**src/rtl/icdm_div_cell.sv**
```systemverilog
// ----------------------------------------------------------------------------
// icdm_div_cell
// One restoring step of the fractional divide p2 / total.
// ----------------------------------------------------------------------------
module icdm_div_cell #(
   parameter int DW = 48,
   parameter int QW = 33
) (
   input  logic          clock,
   input  logic [DW-1:0] rem_i,
   input  logic [DW-1:0] den_i,
   input  logic [QW-1:0] quo_i,
   output logic [DW-1:0] rem_o,
   output logic [DW-1:0] den_o,
   output logic [QW-1:0] quo_o
);

   logic [DW:0]   rem2;
   logic [DW:0]   diff;
   logic          ge;
   logic [DW-1:0] rem_ff, den_ff;
   logic [QW-1:0] quo_ff;

   always_comb begin
      rem2 = {rem_i, 1'b0};
      diff = rem2 - {1'b0, den_i};
      ge   = (rem2 >= {1'b0, den_i});
   end

   always_ff @(posedge clock) begin
      rem_ff <= ge ? diff[DW-1:0] : rem2[DW-1:0];
      den_ff <= den_i;
      quo_ff <= {quo_i[QW-2:0], ge};
   end

   assign rem_o = rem_ff;
   assign den_o = den_ff;
   assign quo_o = quo_ff;

endmodule

```
**config.mk**
```make
export PLATFORM = sky130hd
export DESIGN_NAME = icdm_div_cell
export DESIGN_NICKNAME = d
export VERILOG_FILES = /design/src/rtl/icdm_div_cell.sv
export SDC_FILE = /design/constraint.sdc
export NUM_CORES = 1
export LEC_CHECK = 0
export BUFFER_PORTS_ARGS = -buffer_cell sky130_fd_sc_hd__buf_2
export CORE_ASPECT_RATIO = 1.1
export CORE_MARGIN = 2
export CORE_UTILIZATION = 48
export CTS_CLUSTER_SIZE = 30
export DETAILED_ROUTE_END_ITERATION = 16
export PLACE_DENSITY = 0.88
export SYNTH_ARGS = -nofsm -noshare
export SYNTH_HDL_FRONTEND = slang
export SYNTH_SLANG_ARGS = --single-unit
```
**constraint.sdc**
```tcl
create_clock -name clock -period 3.9 [get_ports clock]
set_clock_uncertainty 0.15 [all_clocks]
set_input_delay 0.39 -clock clock [delete_from_list [all_inputs] [get_ports clock]]
set_output_delay 0.39 -clock clock [all_outputs]
set_load 0.01 [all_outputs]
```
* Word-level counts from Yosys, hierarchy flattened
Cells that the tools add are included.
** Word-level totals
- Register bits after elaboration :: 129
- Word-level logic and storage cells :: 7
** Operators by class
- Mux-type cells :: 1
- Magnitude comparators :: 1
- Add/sub/neg operators :: 1
** Operators by type and width (count)
- $ge 49x48->1 :: 1
- $mux 48 :: 1
- $sub 48x48->48 :: 1

* Depth between registers and ports, before layout
- Depth after elaboration :: 2
- Depth in mapped cells :: 14
- Mapped depth without buffers :: 11

* Worst setup path after synthesis
Ideal clock, no wire load.
- Path kind :: in2reg
- Start point :: input den_i[42]
- End point :: register rem_ff[29] (netlist: rem_o[29])
- Library setup time :: 0.121 ns
- Arrival :: 2.633 ns
- Data required time :: 3.629 ns
- Setup slack :: 0.996 ns
- Cell stages on the path :: 11
- Cell sequence :: inv_1 -> ha_1 -> a21o_1 -> a21o_1 -> a21o_1 -> a21o_1 -> a21o_1 -> a2111oi_0 -> a21boi_2 -> buf_6 -> mux2_2
** Between the ends
- Word-level cells in the longest chain between the ends :: 2
** RTL lines
- start: declaration :: RTL line 11 : input logic [DW-1:0] den_i,
- $ge 49x48->1 :: RTL line 27 : ge = (rem2 >= {1'b0, den_i});
- $mux 48 :: RTL line 31 : rem_ff <= ge ? diff[DW-1:0] : rem2[DW-1:0];
- end signal: assignment :: RTL line 31
- end: declaration :: RTL line 21 : logic [DW-1:0] rem_ff, den_ff;
Every way passes these cells.
A chain may end at the register's enable or synchronous reset.

* Worst setup path after layout
- Start point :: input den_i[2]
- End point :: register rem_ff[42] (netlist: rem_o[42])
** Between the ends
- Word-level cells in the longest chain between the ends :: 2
- Elaborated cells on any way between the ends :: 3
- Those cells by class :: 1 x add/sub; 1 x order compare; 1 x mux
** RTL lines (RTL line)
- $sub 48x48->48 / $ge 49x48->1 (equally long branches) :: 26, 27
- $mux 48 * :: 31
Mark *: on every way between the ends. The rest lies on a longest branch, timed or not.

==> qor.yml <==
netSwitchingFraction: 0.299
core_um2: 12500
crit_required_ns: 4.06
gp_congestion: 0.934
rsz0062_at_grt: "false"
vias: 6350
highest_layer: "met4"
cts_resized: 0
first_pass_iters: 5
clockPowerShare: 0.395
p_leak_uw: 0.00448
grt_remaining_overflow: 0
rows: 43
die_x_um: 112
fin_nets: 1225
cts_max_path_buffers: 2
syn-num-nets: 890
postRouteWirelength_mm: 19.1
max_cap_violations: 0
status: "finished, final reports clean"
die_h_um: 122
ir_drop_mv: 0.467
max_freq_ghz: 0.273
criticalPathCategory: "primary input to flop"
antenna_found_initial: 0
p_seq_frac: 0.365
first_iter_violations: 346
ctsHoldBuffers: 80
antenna_left: 0
synth-edff-count: 0
syn_inst: 711
syn_to_final_growth_pct: 46.0
pin_count: 259
postCtsSetupBuffers: 0
place_area_um2: 7530
arrival_ns: 3.83
wl_per_cell_um: 15.7
n_antenna_cell: 0
period_minus_slack_ns: 3.66
power.switching_uw: 1240
wl_met3_mm: 1.28
netlist_area_um2: 6120
synth_flop_cell: "dfxtp_1"
grt_first_pass_wirelength_mm: 30.0
drc: 0
route.met2.wl_mm: 9.98
netlist-cell-type-count: 60
report.final.slew_viol_count: 0
internal_power_uw: 2890
fin_area_um2: 8940
cp_max_fo: 5
async_reset_ff_frac: 0
track_usage: 0.276
ys_ff_latch: 129
synth_warnings: 0
vias_per_cell: 5.22
worst_slew_pin_slew_ns: 0.699
grt_max_degree: 49
period_share: 0.940
initial_core_util: 0.488
hpwl_mm: 13.2
min_path_type: "primary input to flop"
drive_gt1_frac: 0.284
start_kind: "primary input"
met1_length_mm: 7.45
clock_sinks: 129
die-area_um2: 13700
root_buffer: "clkbuf_16"
numPortBuffers: 257
critical_path.endpoint_type: "flop"
power_frac_comb: 0.240
finish.utilization: 0.713
h-tree-depth: 4
power_density_nw_per_um2: 462
max_slew_margin: 0.530
setup_viol: 0
finalSetupTns_ns: 0
grt_pass1_vias: 6284
clk_pin_slew_ns: 0.06
tritoncts: "yes"
cts_buffers: 17
hold_violations: 0
avgSynthCellArea_um2: 8.61
ys_seq_area_frac: 0.422
## worst max-delay path: stages
cell and delay (ns):
dlygate4sd3_1 0.52, buf_2 0.11, inv_1 0.04, ha_1 0.34, nor2b_1 0.18, o2111ai_1 0.27
a211oi_1 0.19, o31ai_1 0.64, a21oi_1 0.27, a211o_1 0.38, a21boi_0 0.24, xor2_1 0.17
o21ai_0 0.09
## layer usage
metal,vias up,GRT usage
met4,0,0.111
met3,37,0.0617
met2,269,0.515
met1,2899,0.305
li1,3145,-
met5,-,0
## power groups by stage
stage	clock network, uW	registers (uW)	logic, uW
floorplan	0	1620	473
global placement	0	1530	886
detailed placement	0	1530	903
CTS	1640	1500	975
global route	1700	1520	1080
finish	1630	1510	990
## stage by stage
stage	power, uW	setup WS (ns)	cells	hold WS, ns
5_1_grt	4300	0.0325	1216	0.0305
6_report	4130	0.235	1216	0.0220
2_1_floorplan	2090	0.996	711	0.268
3_3_place_gp	2410	0.486	1104	0.342
3_5_place_dp	2430	0.405	1104	0.344
4_1_cts	4120	0.309	1216	0.0150
## cells in the final DEF, fill, tap and decap left out, types with 7 or more instances in the layout
cell type and count:
buf_2 257, dfxtp_1 129, nand2_1 98, dlygate4sd3_1 80
o21ai_0 67, inv_1 56, a21oi_1 55, ha_1 48
nor2_1 41, a21o_1 30, xor2_1 21, xnor2_1 19
clkbuf_16 17, nand4_1 13, nand2b_1 7, nor3_1 7
nand3_1 7
## logic make-up after synthesis
| group | share of synthesized area |
|---|---|
| and+or+nand+nor | 0.155 |
| AOI/OAI and AO/OA | 0.200 |
| DFF | 0.422 |
| buffers and inverters | 0.0572 |
| adders and majority gates | 0.101 |
| xor gates and xnor gates | 0.0572 |
| muxes | 0.00756 |
## Yosys cell counts, types with 3 or more instances
| cell type | instances | share of area |
|---|---|---|
| a211o_1 | 3 | 0.0043 |
| a211oi_1 | 3 | 0.0037 |
| a21boi_0 | 4 | 0.0049 |
| a21o_1 | 30 | 0.037 |
| a21oi_1 | 55 | 0.045 |
| a31oi_1 | 5 | 0.0051 |
| and4_1 | 3 | 0.0043 |
| buf_2 | 6 | 0.0049 |
| buf_4 | 5 | 0.0061 |
| clkbuf_1 | 14 | 0.0086 |
| dfxtp_1 | 129 | 0.42 |
| ha_1 | 48 | 0.098 |
| inv_1 | 56 | 0.034 |
| nand2_1 | 98 | 0.060 |
| nand2b_1 | 7 | 0.0072 |
| nand3_1 | 7 | 0.0057 |
| nand4_1 | 13 | 0.013 |
| nor2_1 | 41 | 0.025 |
| nor2b_1 | 6 | 0.0061 |
| nor3_1 | 7 | 0.0057 |
| nor4_1 | 4 | 0.0041 |
| o211ai_1 | 4 | 0.0049 |
| o21ai_0 | 67 | 0.055 |
| o21bai_1 | 5 | 0.0061 |
| o31ai_1 | 6 | 0.0074 |
| or3_1 | 4 | 0.0041 |
| or4_1 | 3 | 0.0037 |
| xnor2_1 | 19 | 0.027 |
| xor2_1 | 21 | 0.030 |
## flip-flops by register name, indices dropped and copies added (netlist names)
register,cells
quo_o,33
den_o,48
rem_o,48
## layout make-up
| class | instances | area [um2] |
|---|---|---|
| clock inverters | 13 | 150 |
| well taps | 157 | 196 |
| clock buffers | 19 | 453 |
| repair buffers | 343 | 2140 |
| multi-input cells | 498 | 3200 |
| fillers | 916 | 3600 |
| flip-flops and latches | 129 | 2580 |
| inverters | 57 | 214 |
## final timing paths
kind / start / end / slack [ns] / cells past startpoint
worst max-delay path: den_i[2] / rem_o[42] / 0.24 / 13
worst min-delay path: rem_i[3] / rem_o[4] / 0.02 / 3
(Power assumes the default switching activity.)
