`src/rtl/icdm_pkg.sv`:
```
// ----------------------------------------------------------------------------
// icdm_pkg
// Shared widths and the CORDIC stage angle table for the inverse disk map.
// ----------------------------------------------------------------------------
package icdm_pkg;

   // CORDIC datapath: the vector is scaled so its magnitude sits near 2^59
   localparam int CORDIC_W   = 64;
   localparam int GUARD_BASE = 60;
   // angle in units of pi/4, Q.30, with room for the +/-4 base and the sum
   localparam int ANG_BITS   = 30;
   localparam int ANG_W      = 36;

   typedef logic signed [CORDIC_W-1:0] cordic_type;
   typedef logic signed [ANG_W-1:0]    angle_type;

   localparam logic [63:0] INV_QPI_Q30 = 64'd1367130552;

   // atan(2^-i) / (pi/4) in Q.30
   function automatic angle_type stage_angle(input int i);
      angle_type a;
      unique case (i)
         0:       a = ANG_W'(64'd1073741824);
         1:       a = ANG_W'(64'd633866812);
         2:       a = ANG_W'(64'd334917815);
         3:       a = ANG_W'(64'd170009512);
         4:       a = ANG_W'(64'd85334663);
         5:       a = ANG_W'(64'd42708931);
         6:       a = ANG_W'(64'd21359677);
         7:       a = ANG_W'(64'd10680490);
         8:       a = ANG_W'(64'd5340327);
         9:       a = ANG_W'(64'd2670173);
         default: a = ANG_W'(INV_QPI_Q30 >> i);
      endcase
      return a;
   endfunction

endpackage

```
`src/rtl/icdm_cordic_cell.sv`:
```
// ----------------------------------------------------------------------------
// icdm_cordic_cell
// One vectoring micro-rotation; drives y toward zero and sums the angle.
// ----------------------------------------------------------------------------
module icdm_cordic_cell
   import icdm_pkg::*;
#(
   parameter int STAGE = 0
) (
   input  logic       clock,
   input  cordic_type x_i,
   input  cordic_type y_i,
   input  angle_type  z_i,
   input  logic       zero_i,
   output cordic_type x_o,
   output cordic_type y_o,
   output angle_type  z_o,
   output logic       zero_o
);

   localparam angle_type ANGLE = stage_angle(STAGE);

   cordic_type x_ff, y_ff, xs, ys;
   angle_type  z_ff;
   logic       zero_ff;

   assign xs = x_i >>> STAGE;
   assign ys = y_i >>> STAGE;

   always_ff @(posedge clock) begin
      if (!y_i[CORDIC_W-1]) begin
         x_ff <= x_i + ys;
         y_ff <= y_i - xs;
         z_ff <= z_i + ANGLE;
      end else begin
         x_ff <= x_i - ys;
         y_ff <= y_i + xs;
         z_ff <= z_i - ANGLE;
      end
      zero_ff <= zero_i;
   end

   assign x_o    = x_ff;
   assign y_o    = y_ff;
   assign z_o    = z_ff;
   assign zero_o = zero_ff;

endmodule

```
`config.mk`:
```
export PLATFORM = sky130hd
export DESIGN_NAME = icdm_cordic_cell
export DESIGN_NICKNAME = d
export VERILOG_FILES = /design/src/rtl/icdm_pkg.sv /design/src/rtl/icdm_cordic_cell.sv
export SDC_FILE = /design/constraint.sdc
export NUM_CORES = 1
export LEC_CHECK = 0
export ABC_CLOCK_PERIOD_IN_PS = 5700
export BUFFER_PORTS_ARGS = -buffer_cell sky130_fd_sc_hd__clkbuf_2
export CAP_MARGIN = 40
export CORE_MARGIN = 3
export CORE_UTILIZATION = 50
export CTS_BUF_LIST = sky130_fd_sc_hd__clkbuf_4 sky130_fd_sc_hd__clkbuf_8
export CTS_CLUSTER_SIZE = 20
export DETAILED_ROUTE_END_ITERATION = 10
export HOLD_SLACK_MARGIN = 0.05
export PLACE_DENSITY = 0.74
export SETUP_SLACK_MARGIN = 0.1
export SLEW_MARGIN = 20
export SYNTH_ARGS = -nofsm -noshare
export SYNTH_HDL_FRONTEND = slang
export SYNTH_SLANG_ARGS = --single-unit
```
`constraint.sdc`:
```
create_clock -name clock -period 5.7 [get_ports clock]
set_input_delay 1.14 -clock clock [delete_from_list [all_inputs] [get_ports clock]]
set_output_delay 1.14 -clock clock [all_outputs]
set_load 0.01 [all_outputs]
```
* Word level (Yosys, flattened, before mapping)
Cells that the tools add are included.
Storage, ports and cells: flip-flop bits (word level) 165, word-level logic and storage cells 12
Operators by class: $add $sub $neg 5, multiplexer cells 3
Operators with widths (count):
- $mux W64 | 2
- $sub A64 B64 Y64 | 2
- $add A64 B64 Y64 | 1
- $add A36 B32 Y36 const B | 1
- $mux W36 | 1
- $sub A36 B32 Y36 const B | 1

* Depth between registers and ports, before layout
word-level depth 2, gate-level depth with buffers 14, mapped depth without buffers 13

* Worst setup path before layout
No wires, ideal clock.
path kind in2reg, start in x_i[0], end reg y_ff[44], in the netlist y_o[44], library setup time 0.128 ns, arrival time 3.737 ns, data required time 5.572 ns, slack 1.834 ns, stages 12, path buffers 0, path through ha_1 fa_1 nor2b_1 o311ai_1 a211oi_1 o31ai_1 a21oi_2 a31oi_1 o31ai_2 a211oi_1 a21oi_1 xnor2_1
Between the ends: longest elaborated chain between the ends 2
Ends and longest elaborated chain:
- start: declaration | line icdm_cordic_cell.sv:11 | input cordic_type x_i,
- $sub A64 B64 Y64 or $add A64 B64 Y64 (tied branches) | line icdm_cordic_cell.sv:33, icdm_cordic_cell.sv:37
- $mux W64 * | line icdm_cordic_cell.sv:31 | if (!y_i[CORDIC_W-1]) begin
- end signal: assignment | line icdm_cordic_cell.sv:33 | y_ff <= y_i - xs;
- end signal: assignment | line icdm_cordic_cell.sv:37 | y_ff <= y_i + xs;
- end: declaration | line icdm_cordic_cell.sv:23 | cordic_type x_ff, y_ff, xs, ys;
Mark *: on every way between the ends. The rest lies on a longest branch, timed or not.

* Worst setup path after layout
start in x_i[0], end reg x_ff[44], in the netlist x_o[44]
Between the ends: longest elaborated chain between the ends 2
Ends and longest elaborated chain:
- $add A64 B64 Y64 or $sub A64 B64 Y64 (tied branches) | line icdm_cordic_cell.sv:32, icdm_cordic_cell.sv:36
- $mux W64 * | line icdm_cordic_cell.sv:31
- end signal: assignment | line icdm_cordic_cell.sv:32 | x_ff <= x_i + ys;
- end signal: assignment | line icdm_cordic_cell.sv:36 | x_ff <= x_i - ys;
- end: declaration | line icdm_cordic_cell.sv:23
Marks and branches as above.

==> results list <==
- Vias in the first global route: 17030
- The critical path ends at x_o[44]$_DFF_P_.
- Setup repair after global routing left no endpoint under its margin.
- Synthesized flop and latch total: 164
- Counting distinct cell types in the post-synthesis netlist gives 86.
- Clock tree synthesis selected as its root buffer the cell clkbuf_8.
* Worst-case setup slack after placement: 0.6416 ns
* Hold Crit Class: input pin to register
- Worst setup path class: input pin to register
- Sorting the synthesized cells by area gives the leading types as dfxtp_1, ha_1, a21oi_1.
- Global routing finished with a remaining overflow of 0.
- The floorplan has 64 rows.
- The count of nets left with antenna violations once routing finished came out at 0.
- Ys flop type: dfxtp_1
- The clock tree synthesis step divided the H-tree into 4 levels.
* Commonest cells in the netlist: a21oi_1, ha_1, inv_1
- Layout-stage area growth over the synthesis result: 14.95%
* Via count: 17710
- Status: finished clean
- Using the TritonRoute via totals, the vias-per-cell ratio works out to 6.274.
- Measured against its own limit, the worst slew margin works out to 0.3956.
- Final period demand of the worst path: 4.628 ns
- Post-synth top area share: 0.2073
* Effective utilization at floorplan: 0.5124
- The initial antenna violation count is 2.
- Area of the mapped netlist: 15840 um2
- Number of stages on the worst hold path: 1
* Most area-hungry cell type in the Yosys netlist: dfxtp_1
* Total negative setup slack: 0 ns
- Arrival @ worst endpoint: 5.07 ns
- For this run, the detailed router's first-pass iteration total came to 6.
- Buffers inserted during post-CTS setup optimization: 0
* Setup violators final: 0
- Largest stage delay on the critical path: 0.72 ns
- After floorplanning, the core was sized to cover 30910 um2.
* Clock buffers created by TritonCTS: 17
- Clock slew at reported path FFs: 0.12 ns
- The most critical setup path has its startpoint at x_i[0].
- From bottom edge to top edge, the die measures 184.0 um.
- The cell count after synthesis came out at 2135.
* Number of buffers inserted by hold repair at cts: 0
- Fill cells in the final layout number 2975.
* Resized cells post-CTS: 0
* Design Power: 4.468 mW
* Crit end category: register
* PwrDens: 245.4 nW/um2
- Largest fanout on the critical path: 5
- Half-perimeter wire length after placement: 54220 um
- Post-layout net count: 2776
- Synthesized net count: 2499
* Remaining DRCs: 0
- Number of enable-type register cells in the synthesized netlist: 0
- The tool flagged a number of max-cap violations equal to 0.
* Clock tree from TritonCTS: done
- Most frequent cell after synthesis: a21oi_1
* GRT Total Usage: 0.3775
- Full die area: 33850 um2
- RD Place Congestion: 1.032
* Part of the Yosys area used for sequential elements: 0.2073
* Worst-margin pin slew: 0.8989 ns
* Max Transition Viols Final: 0
- After synthesis, the share of flip-flops with an asynchronous set or reset is 0.
- Dividing the detail-routed wire length by the instance count gives 23.54 um.
* Critical Path Source Type: input pin
- After routing the design area is 18210 um2.
- CTS saw 164 sinks.
- The critical path goes through clkbuf_2, ha_1, fa_1, nor2b_1, o311ai_1, a211oi_1, o31ai_1, a21oi_2, a31oi_1, o31ai_2, a211oi_1, o21ai_0, o31ai_1.
- Entering global routing, the biggest net connects 70 pins.
- For this run, the number of Yosys warnings is 0.
- For this design, the slowest cell found on the critical path is o31ai_1.
- The floorplan step set the die width to 184.0 um.
* Static Leakage: 8.488 nW
- Mapped Avg Cell Area: 7.419 um2
- Global-route wire length before repair: 99110 um
* PnR worst setup slack: 1.072 ns
* Final number of hold-violating endpoints: 0
* Layout cells sized above 1: 0.1753
- Peak supply drop: 0.0001687 V
- Input/output buffers: 330
- Max frequency: 216.1 MHz
- Dividing the final minimum period by the clock period gives 0.8120.
- Hold slack final: 0.7060 ns
* Cell area after placement: 17780 um2
- Worst endpoint required time: 6.14 ns
- CTS Buffer Depth: 2
- For this block, the routed nets add up to 66430 um of wire.
- 331 I/O pins were placed.
- Number of DRC violations after detailed-routing iteration 0: 1996
==> worst min-delay path by stage <==
stage / slack, ns / end / start
floorplan: 1.17 / z_o[0]$_DFF_P_ / z_i[0]
global placement: 1.24 / z_o[0]$_DFF_P_ / z_i[0]
detailed placement: 1.24 / z_o[25]$_DFF_P_ / z_i[25]
CTS: 0.69 / z_o[25]$_DFF_P_ / z_i[25]
global route: 0.68 / z_o[8]$_DFF_P_ / z_i[8]
finish: 0.71 / z_o[19]$_DFF_P_ / z_i[19]
==> cell families after synthesis <==
logic type | share of synthesized area
xor gates and xnor gates | 0.06967
and+or+nand+nor | 0.1704
DFF | 0.2073
buffers and inverters | 0.07291
AOI/OAI and AO/OA | 0.3029
muxes | 0.01856
adders and majority gates | 0.1583
==> registers in the layout, indices dropped and copies added, names as in the netlist <==
| name | count |
|---|---|
| zero_o | 1 |
| x_o | 64 |
| z_o | 36 |
| y_o | 63 |
==> layout by cell type, fill, tap and decap left out, types with 8 or more instances in the layout <==
cell type  count
buf_4         29
ha_1         194
or3_1         14
dfxtp_1      164
xnor2_1      113
nor2_1       184
nand2b_1      30
nand3_1       29
nor4_1        22
xor2_1        13
nand2_1      119
a31oi_1        8
a21oi_1      295
o31ai_1       31
a21o_1        45
o21bai_1      59
a22oi_1        8
inv_1        192
nand4_1       45
a211oi_1      28
and2_1        11
nor2b_1       24
o211ai_1      21
o21ai_0      139
clkbuf_8      17
clkbuf_2     329
mux2i_1       26
nor3_1        44
o21a_1        22
==> stage by stage <==
| stage | std cells | util |
|---|---|---|
| after detailed placement | 2789 | 0.5753 |
| after floorplan | 2135 | - |
| after global placement | 2788 | 0.5752 |
| after global routing | 2822 | 0.5890 |
| after CTS | 2821 | 0.5889 |
| final | 2822 | 0.5890 |
==> layout make-up <==
cell class                      count  area [um2]  area share
Clock inverter                     15       186.4     0.01024
Timing Repair Buffer              359        1868      0.1026
Multi-Input combinational cell   1674       11400      0.6262
Clock buffer                       17       234.0     0.01285
Sequential cell                   164        3283      0.1803
Antenna cell                        1       2.502   0.0001374
Inverter                          196       735.7     0.04041
Tap cell                          396       495.5     0.02721
==> where the power goes <==
group | internal, mW | leakage (nW) | switching (mW) | total, mW
registers | 1.39 | 1.38 | 0.0959 | 1.48
clock network | 0.373 | 0.212 | 0.569 | 0.942
logic | 0.733 | 6.89 | 1.31 | 2.05
==> metal layers <==
layer	global-route usage	wire length, um	up-vias
li1	-	-	8122
met1	0.4678	26400	8264
met2	0.6241	30670	1097
met3	0.06094	5243	221
met4	0.2123	4102	2
met5	0	12	-
==> critical path: cells and delay by family <==
kind	cells	cell delay [ns]
AOI/OAI and AO/OA	9	2.93
adders and majority gates	2	0.68
and+or+nand+nor	1	0.18
buffers and inverters	1	0.12
Power figures use the tool's default switching activity.
