File: src/rtl/icdm_sqrt_cell.sv
// ----------------------------------------------------------------------------
// icdm_sqrt_cell
// One digit of the bitwise integer square root.
// ----------------------------------------------------------------------------
module icdm_sqrt_cell #(
   parameter int SW      = 34,
   parameter int BIT_POS = 32
) (
   input  logic          clock,
   input  logic [SW-1:0] val_i,
   input  logic [SW-1:0] res_i,
   output logic [SW-1:0] val_o,
   output logic [SW-1:0] res_o
);

   localparam logic [SW-1:0] BIT = SW'(1) << BIT_POS;

   logic [SW-1:0] trial;
   logic [SW-1:0] val_ff, res_ff;

   assign trial = res_i + BIT;

   always_ff @(posedge clock) begin
      if (val_i >= trial) begin
         val_ff <= val_i - trial;
         res_ff <= (res_i >> 1) + BIT;
      end else begin
         val_ff <= val_i;
         res_ff <= res_i >> 1;
      end
   end

   assign val_o = val_ff;
   assign res_o = res_ff;

endmodule

File: config.mk
export PLATFORM = sky130hd
export DESIGN_NAME = icdm_sqrt_cell
export DESIGN_NICKNAME = d
export VERILOG_FILES = /design/src/rtl/icdm_sqrt_cell.sv
export SDC_FILE = /design/constraint.sdc
export NUM_CORES = 1
export LEC_CHECK = 0
export BUFFER_PORTS_ARGS = -buffer_cell sky130_fd_sc_hd__buf_2
export CORE_MARGIN = 1.5
export CORE_UTILIZATION = 40
export CTS_CLUSTER_SIZE = 14
export DETAILED_ROUTE_END_ITERATION = 10
export PLACE_DENSITY = 0.64
export SYNTH_ARGS = -nofsm -noshare
export SYNTH_HDL_FRONTEND = slang
export SYNTH_SLANG_ARGS = --single-unit
File: constraint.sdc
create_clock -name clock -period 7.1 [get_ports clock]
set_input_delay 0.71 -clock clock [delete_from_list [all_inputs] [get_ports clock]]
set_output_delay 0.71 -clock clock [all_outputs]
set_load 0.05 [all_outputs]
## After elaboration in Yosys (flattened, before gate mapping)

Index checks and enable logic that the tools add are counted.

- Add/sub/neg operators: 3
- Multiply operators: 0
- Div/mod/pow operators: 0
- Magnitude comparators: 1
- Equal/unequal tests: 0
- Shifts and indexed selects: 0
- Mux-type cells: 2
- Bitwise operators: 0
- Reductions and logical operators: 0

Operator list:

| operator | number |
|---|---|
| $add 33x33->34 const B | 1 |
| $add 34x33->34 const B | 1 |
| $ge 34x34->1 | 1 |
| $mux 34 | 1 |
| $sub 34x34->34 | 1 |
| $mux 33 | 1 |

- Register bits: 68
- Latch bits: 0
- Memory bits (writable): 0
- Memory bits (read-only): 0
- Bits of input ports: 69
- Logic and storage cells: 9
- Memories kept: 0

## Depth between registers and ports, before layout

Gate-level depths: netlist of run 1.

- Depth in word-level cells: 3
- Mapped depth: 13
- Mapped depth without buffers: 12

## Least setup slack after synthesis of run 1

Ideal clock, no wire load.

- Path kind: in2reg
- From: input val_i[0]
- To: register val_ff[10] (netlist: val_o[10])
- Setup time: 0.121 ns
- Data arrival time: 3.068 ns
- Path slack: 3.911 ns
- Stages on the path: 13
- Path buffers: 1
- Cell sequence: inv_1 ha_1 inv_1 fa_1 a211oi_2 o21ai_1 a211oi_1 or3_4 o21ai_4 o21ai_2 o211ai_4 buf_6 mux2_4

- Longest elaborated chain between the ends: 2

RTL lines:

| element | line | text |
|---|---|---|
| start, declared | 10 | `input logic [SW-1:0] val_i,` |
| $sub 34x34->34 / $ge 34x34->1 (equally long branches) | 25, 24 |  |
| $mux 34 * | 24 | `if (val_i >= trial) begin` |
| end signal, assigned | 25 | `val_ff <= val_i - trial;` |
| end signal, assigned | 28 | `val_ff <= val_i;` |
| end, declared | 19 | `logic [SW-1:0] val_ff, res_ff;` |

Mark *: on every way between the ends. The rest lies on a longest branch, timed or not.
A chain may end at the register's enable or synchronous reset.

## Worst setup path after layout of run 1

- From: input val_i[0]
- To: register val_ff[4] (netlist: val_o[4])

The elaborated chain is that of the path after synthesis.

==> results of run 1 <==
-- flip-flops by register name, indices dropped and copies added (netlist names) --
signal	count
val_o	34
res_o	34
-- power groups by stage --
stage                     Sequential (mW)  Combinational, mW  Clock (mW)
after floorplan                     0.638              0.237           0
after global placement              0.454              0.527           0
after detailed placement            0.453              0.533           0
after CTS                           0.445              0.535       0.325
after global routing                0.449              0.569       0.338
final                               0.444              0.532       0.315
-- cell families after synthesis --
logic type	synth area share
AO/OA/AOI/OAI	0.1772
AND/OR/NAND/NOR	0.1130
flip-flops	0.3493
buffers and inverters	0.05393
adder cells (fa/ha/maj)	0.1143
multiplexers	0.1226
XOR/XNOR	0.06966
-- cells in the final DEF (no fill, tap or decap), types with 6 or more instances in the layout --
master / n
buf_2: 136
dfxtp_1: 68
inv_1: 38
ha_1: 34
a21oi_1: 30
mux2_4: 26
nand2_1: 25
xnor2_1: 21
nor2_1: 18
a21o_1: 15
o21ai_0: 14
xor2_1: 10
clkbuf_8: 10
nor3_1: 8
nand3_1: 8
nand4_1: 8
a211oi_1: 6
and2_1: 6
mux2_2: 6
-- worst min-delay path by stage --
stage / start / to
2_1_floorplan: res_i[1] / res_o[0]
3_3_place_gp: res_i[26] / res_o[25]
3_5_place_dp: res_i[9] / res_o[8]
4_1_cts: res_i[4] / res_o[3]
5_1_grt: res_i[26] / res_o[25]
6_report: res_i[26] / res_o[25]
-- final cells by class --
type                            count  area, sq um  area share
Tap cell                          129        161.4     0.03314
Multi-Input combinational cell    290         2326      0.4775
Timing Repair Buffer              137        688.2      0.1413
Inverter                           38        142.6     0.02928
Sequential cell                    68         1361      0.2795
Clock inverter                      4        50.05     0.01027
Clock buffer                       11        141.4     0.02903
-- through the flow --
step | cells | hold slack (ns) | setup WS [ns] | utilization | cell area [sq um]
6_report | 677 | 0.4822 | 3.747 | 0.5222 | 4871
4_1_cts | 677 | 0.4677 | 3.738 | 0.5222 | 4871
3_5_place_dp | 662 | 0.8286 | 3.391 | 0.5017 | 4679
3_3_place_gp | 662 | 0.8272 | 3.460 | 0.5017 | 4679
5_1_grt | 677 | 0.4632 | 3.558 | 0.5222 | 4871
2_1_floorplan | 408 | 0.7377 | 3.911 | - | 3897
-- metal layers --
layer	part of all wire	track usage	vias to the layer above
li1	-	-	1714
met1	0.48	0.2215	1513
met2	0.44	0.2697	109
met3	0.067	0.03589	12
met4	0.012	0.05449	0
met5	0	0	-
==> results_dict.tcl, run 1 <==
set metrics [dict create \
    status "complete, no violations" \
    vias_per_cell 4.945 \
    cts_buffer_depth 2 \
    dpl.hpwl_mm 6.993 \
    ctsHoldBuffers 0 \
    grt_pass1_vias 3057 \
    rows 35 \
    synth-edff-count 0 \
    grt_first_pass_wirelength_mm 13.70 \
    synth.area.top_cells "dfxtp_1, ha_1, mux2_4, xnor2_1, a21oi_1" \
    hold_depth 1 \
    tightestPinTransition_ns 0.7836 \
    switchingPower_mw 0.5031 \
    floorplan.initialDensity 0.4178 \
    yosysTopAreaCell "dfxtp_1" \
    pwr-share-clk 0.244 \
    die_area_sq_mm 0.01034 \
    syn_inst 408 \
    crit_path_start_kind "input port" \
    fin_crit_ns 3.353 \
    syn_nets 512 \
    die_x_um 101.7 \
    ioPinCount 137 \
    synthFlopType "dfxtp_1" \
    post_cts_resize_count 0 \
    ant_nets 0 \
    finalMaxSlewViolations 0 \
    insertedDiodeCount 0 \
    dieHeight_um 101.7 \
    gp_congestion 0.8499 \
    max_freq_mhz 298.3 \
    clk_pin_slew_worst_paths_ns 0.08 \
    track_usage 0.1670 \
    cts_setup_buffers 0 \
    wl_mm 8.692 \
    grt_overflow 0 \
    powerDensity_mw_per_mm2 265.0 \
    peakVddDrop_uv 130.6 \
    antenna_found_initial 0 \
    cts_tree "done" \
    fillers 925 \
    end_kind "flop" \
    setup_viol 0 \
    hold_violations 0 \
    critical_path.max_stage_delay_ns 0.54 \
    fin_tns_setup_ns 0 \
    syn_to_final_growth_pct 24.98 \
    maxCapViolations 0 \
    h-tree-depth 3 \
    cp_slowest_cell "buf_4" \
    crit_required_ns 7.32 \
    drive_gt1_frac 0.3467 \
    synth_top_cell_area_share 0.3493 \
    p_int_mw 0.7879 \
    numCtsBuffers 9 \
    power.share.sequential 0.344 \
    io_buffers 136 \
    synthArstFlopShare 0 \
    ys_seq_elements 68 \
    critical_path_buf_inv_count 4 \
    cp.depth 14 \
    grt_max_degree 37 \
    synth.most_common_cell "dfxtp_1" \
    power.total_mw 1.291 \
    first_pass_iters 4 \
    cts_root_buffer "clkbuf_8" \
    critPathLaunch "val_i[0]" \
    synth_area_per_cell_sq_um 9.553 \
    wire_per_inst_um 12.84 \
    core_sq_mm 0.009328 \
    finalCritPeriodShare 0.4722 \
    synth_cell_type_count 50 \
    yosysSeqAreaShare 0.3493 \
    comb_power_share 0.412 \
    drcViolationCount 0 \
    setup.worst_path.end "val_o[4]" \
    min_path_type "in2reg" \
    crit_top_cell "inv_1" \
    yosysWarnings 0 \
    path_delay_family "compound AO/OA/AOI/OAI gates" \
    cts_num_sinks 68 \
    rsz0062_at_grt "false" \
    num_vias 3348 \
    syn_area_sq_mm 0.003897 \
    fin_nets 648 \
    sw_frac_of_total 0.3897 \
    critPathKind "in2reg" \
    path_cells "buf_2 > inv_1 > ha_1 > inv_1 > fa_1 > a211oi_2 > o21ai_1 > a211oi_1 > or3_4 > o21ai_4 > o21ai_2 > o211ai_4 > buf_4 > mux2_2" \
    slew_headroom 0.4707 \
    critPathMaxFanout 36 \
    synth_common_cells "dfxtp_1, inv_1, ha_1" \
    p_leak_nw 2.443 \
    cp_data_arrival_time_ns 3.58 \
    drt_iter0_markers 101 \
]
Power figures use the tool's default switching activity.
==> run 2, diff against run 1 <==
==> constraint.sdc (replaced) <==
create_clock -name clock -period 3.3 [get_ports clock]
set_input_delay 0.33 -clock clock [delete_from_list [all_inputs] [get_ports clock]]
set_output_delay 0.33 -clock clock [all_outputs]
set_load 0.05 [all_outputs]
==> run 2 against run 1 <==
  * Critical path type unchanged
  * Final area grew 0.85%
  * Die area unchanged
  * Setup slack lost 3.3 ns
  * Cell count rose by 0.44%
  * Power rose by 120%
  * Clock-buffer cell count up 1
  * Critical path depth did not move
==> results_dict.tcl, run 2 (synthesized netlist as in run 1, its figures left out) <==
set metrics [dict create \
    peakVddDrop_uv 329.5 \
    core_sq_mm 0.009328 \
    powerDensity_mw_per_mm2 586.7 \
    clk_pin_slew_worst_paths_ns 0.08 \
    rows 35 \
    grt.busiest_layer "met2" \
    vias_per_cell 4.966 \
    critical_path.max_stage_delay_ns 0.42 \
    cts_buffer_depth 2 \
    gp_congestion 0.8577 \
    status "complete, no violations" \
    floorplan.initialDensity 0.4178 \
    cts_root_buffer "clkbuf_8" \
    min_path_type "in2reg" \
    met2_usage 0.2749 \
    path_delay_family "compound AO/OA/AOI/OAI gates" \
    met3_usage 0.04624 \
    slew_headroom 0.5612 \
    fin_crit_ns 2.809 \
    met1_usage 0.2362 \
    post_cts_resize_count 0 \
    numCtsBuffers 9 \
    dpl.hpwl_mm 7.102 \
    max_freq_mhz 356.0 \
    drcViolationCount 0 \
    ctsHoldBuffers 0 \
    fin_tns_setup_ns 0 \
    first_pass_iters 4 \
    critPathKind "in2reg" \
    ant_nets 0 \
    insertedDiodeCount 0 \
    antenna_found_initial 0 \
    grt_pass1_vias 3134 \
    hold_violations 0 \
    fillers 888 \
    dieHeight_um 101.7 \
    whs_ns 0.08615 \
    crit_path_start_kind "input port" \
    syn_to_final_growth_pct 26.04 \
    grt_overflow 0 \
    maxCapViolations 0 \
    ioPinCount 137 \
    grt_first_pass_wirelength_mm 14.36 \
    h-tree-depth 3 \
    finalMaxSlewViolations 0 \
    critical_path_buf_inv_count 4 \
    end_kind "flop" \
    track_usage 0.1763 \
    tightestPinTransition_ns 0.6497 \
    num_vias 3377 \
    die_area_sq_mm 0.01034 \
    drive_gt1_frac 0.3485 \
    cts_num_sinks 68 \
    critPathMaxFanout 18 \
    finalCritPeriodShare 0.8512 \
    drt_iter0_markers 80 \
    io_buffers 136 \
    wl_mm 9.053 \
    cts_tree "done" \
    setup_viol 0 \
    crit_required_ns 3.53 \
    p_leak_nw 2.468 \
    cp_slowest_cell "fa_1" \
    power.total_mw 2.882 \
    rsz0062_at_grt "false" \
    wire_per_inst_um 13.31 \
    crit_top_cell "inv_1" \
    cp_data_arrival_time_ns 3.04 \
    fin_nets 650 \
    die_x_um 101.7 \
    cts_setup_buffers 0 \
    path_cells "buf_2 > inv_1 > ha_1 > inv_1 > fa_1 > a211oi_2 > o21ai_1 > a211oi_1 > or3_4 > o21ai_4 > o21ai_2 > o211ai_4 > buf_4 > mux2_4" \
    grt_max_degree 19 \
    layout_common_cells "buf_2, dfxtp_1, inv_1" \
    final_common_cell "buf_2" \
]
## run 2: cell types whose count changed in the layout (fill, tap and decap cells not counted)
cell        delta
buf_4          +2
bufinv_16      +1
clkbuf_1       +1
clkinvlp_4     -1
## run 2: per-layer routing
layer / share of wire / wire length (um) / vias up
met2: 0.44 / 4013 / 113
met5: 0 / 0 / -
met3: 0.063 / 567 / 12
met1: 0.48 / 4350 / 1537
met4: 0.013 / 122 / 0
li1: - / - / 1715
## run 2: layout make-up
type                    count  area, sq um  area share
multi-input cells         290         2326      0.4735
flip-flops and latches     68         1361      0.2771
repair buffers            139        703.2      0.1431
well taps                 129        161.4     0.03286
clock buffers              12        145.1     0.02955
inverters                  38        142.6     0.02904
clock inverters             4        72.57     0.01477
## run 2: per-stage QoR
step / instance area (sq um) / setup WS, ns / utilization / std cells
after floorplan: 3897 / 0.4906 / - / 408
after global placement: 4695 / 0.2275 / 0.5033 / 664
after detailed placement: 4695 / 0.1293 / 0.5033 / 664
after CTS: 4912 / 0.4806 / 0.5266 / 680
after global routing: 4912 / 0.3219 / 0.5266 / 680
final: 4912 / 0.4912 / 0.5266 / 680
## run 2: final timing paths
path / start / end / slack, ns / cells after the start
setup / recovery: val_i[0] / val_o[18] / 0.49 / 14
hold / removal: res_i[29] / res_o[28] / 0.09 / 1
## run 2: power breakdown
part	switching, mW	total, mW	internal, mW
clock network	0.325	0.771	0.446
logic	0.753	1.16	0.403
registers	0.0239	0.955	0.931
total	1.10	2.88	1.78
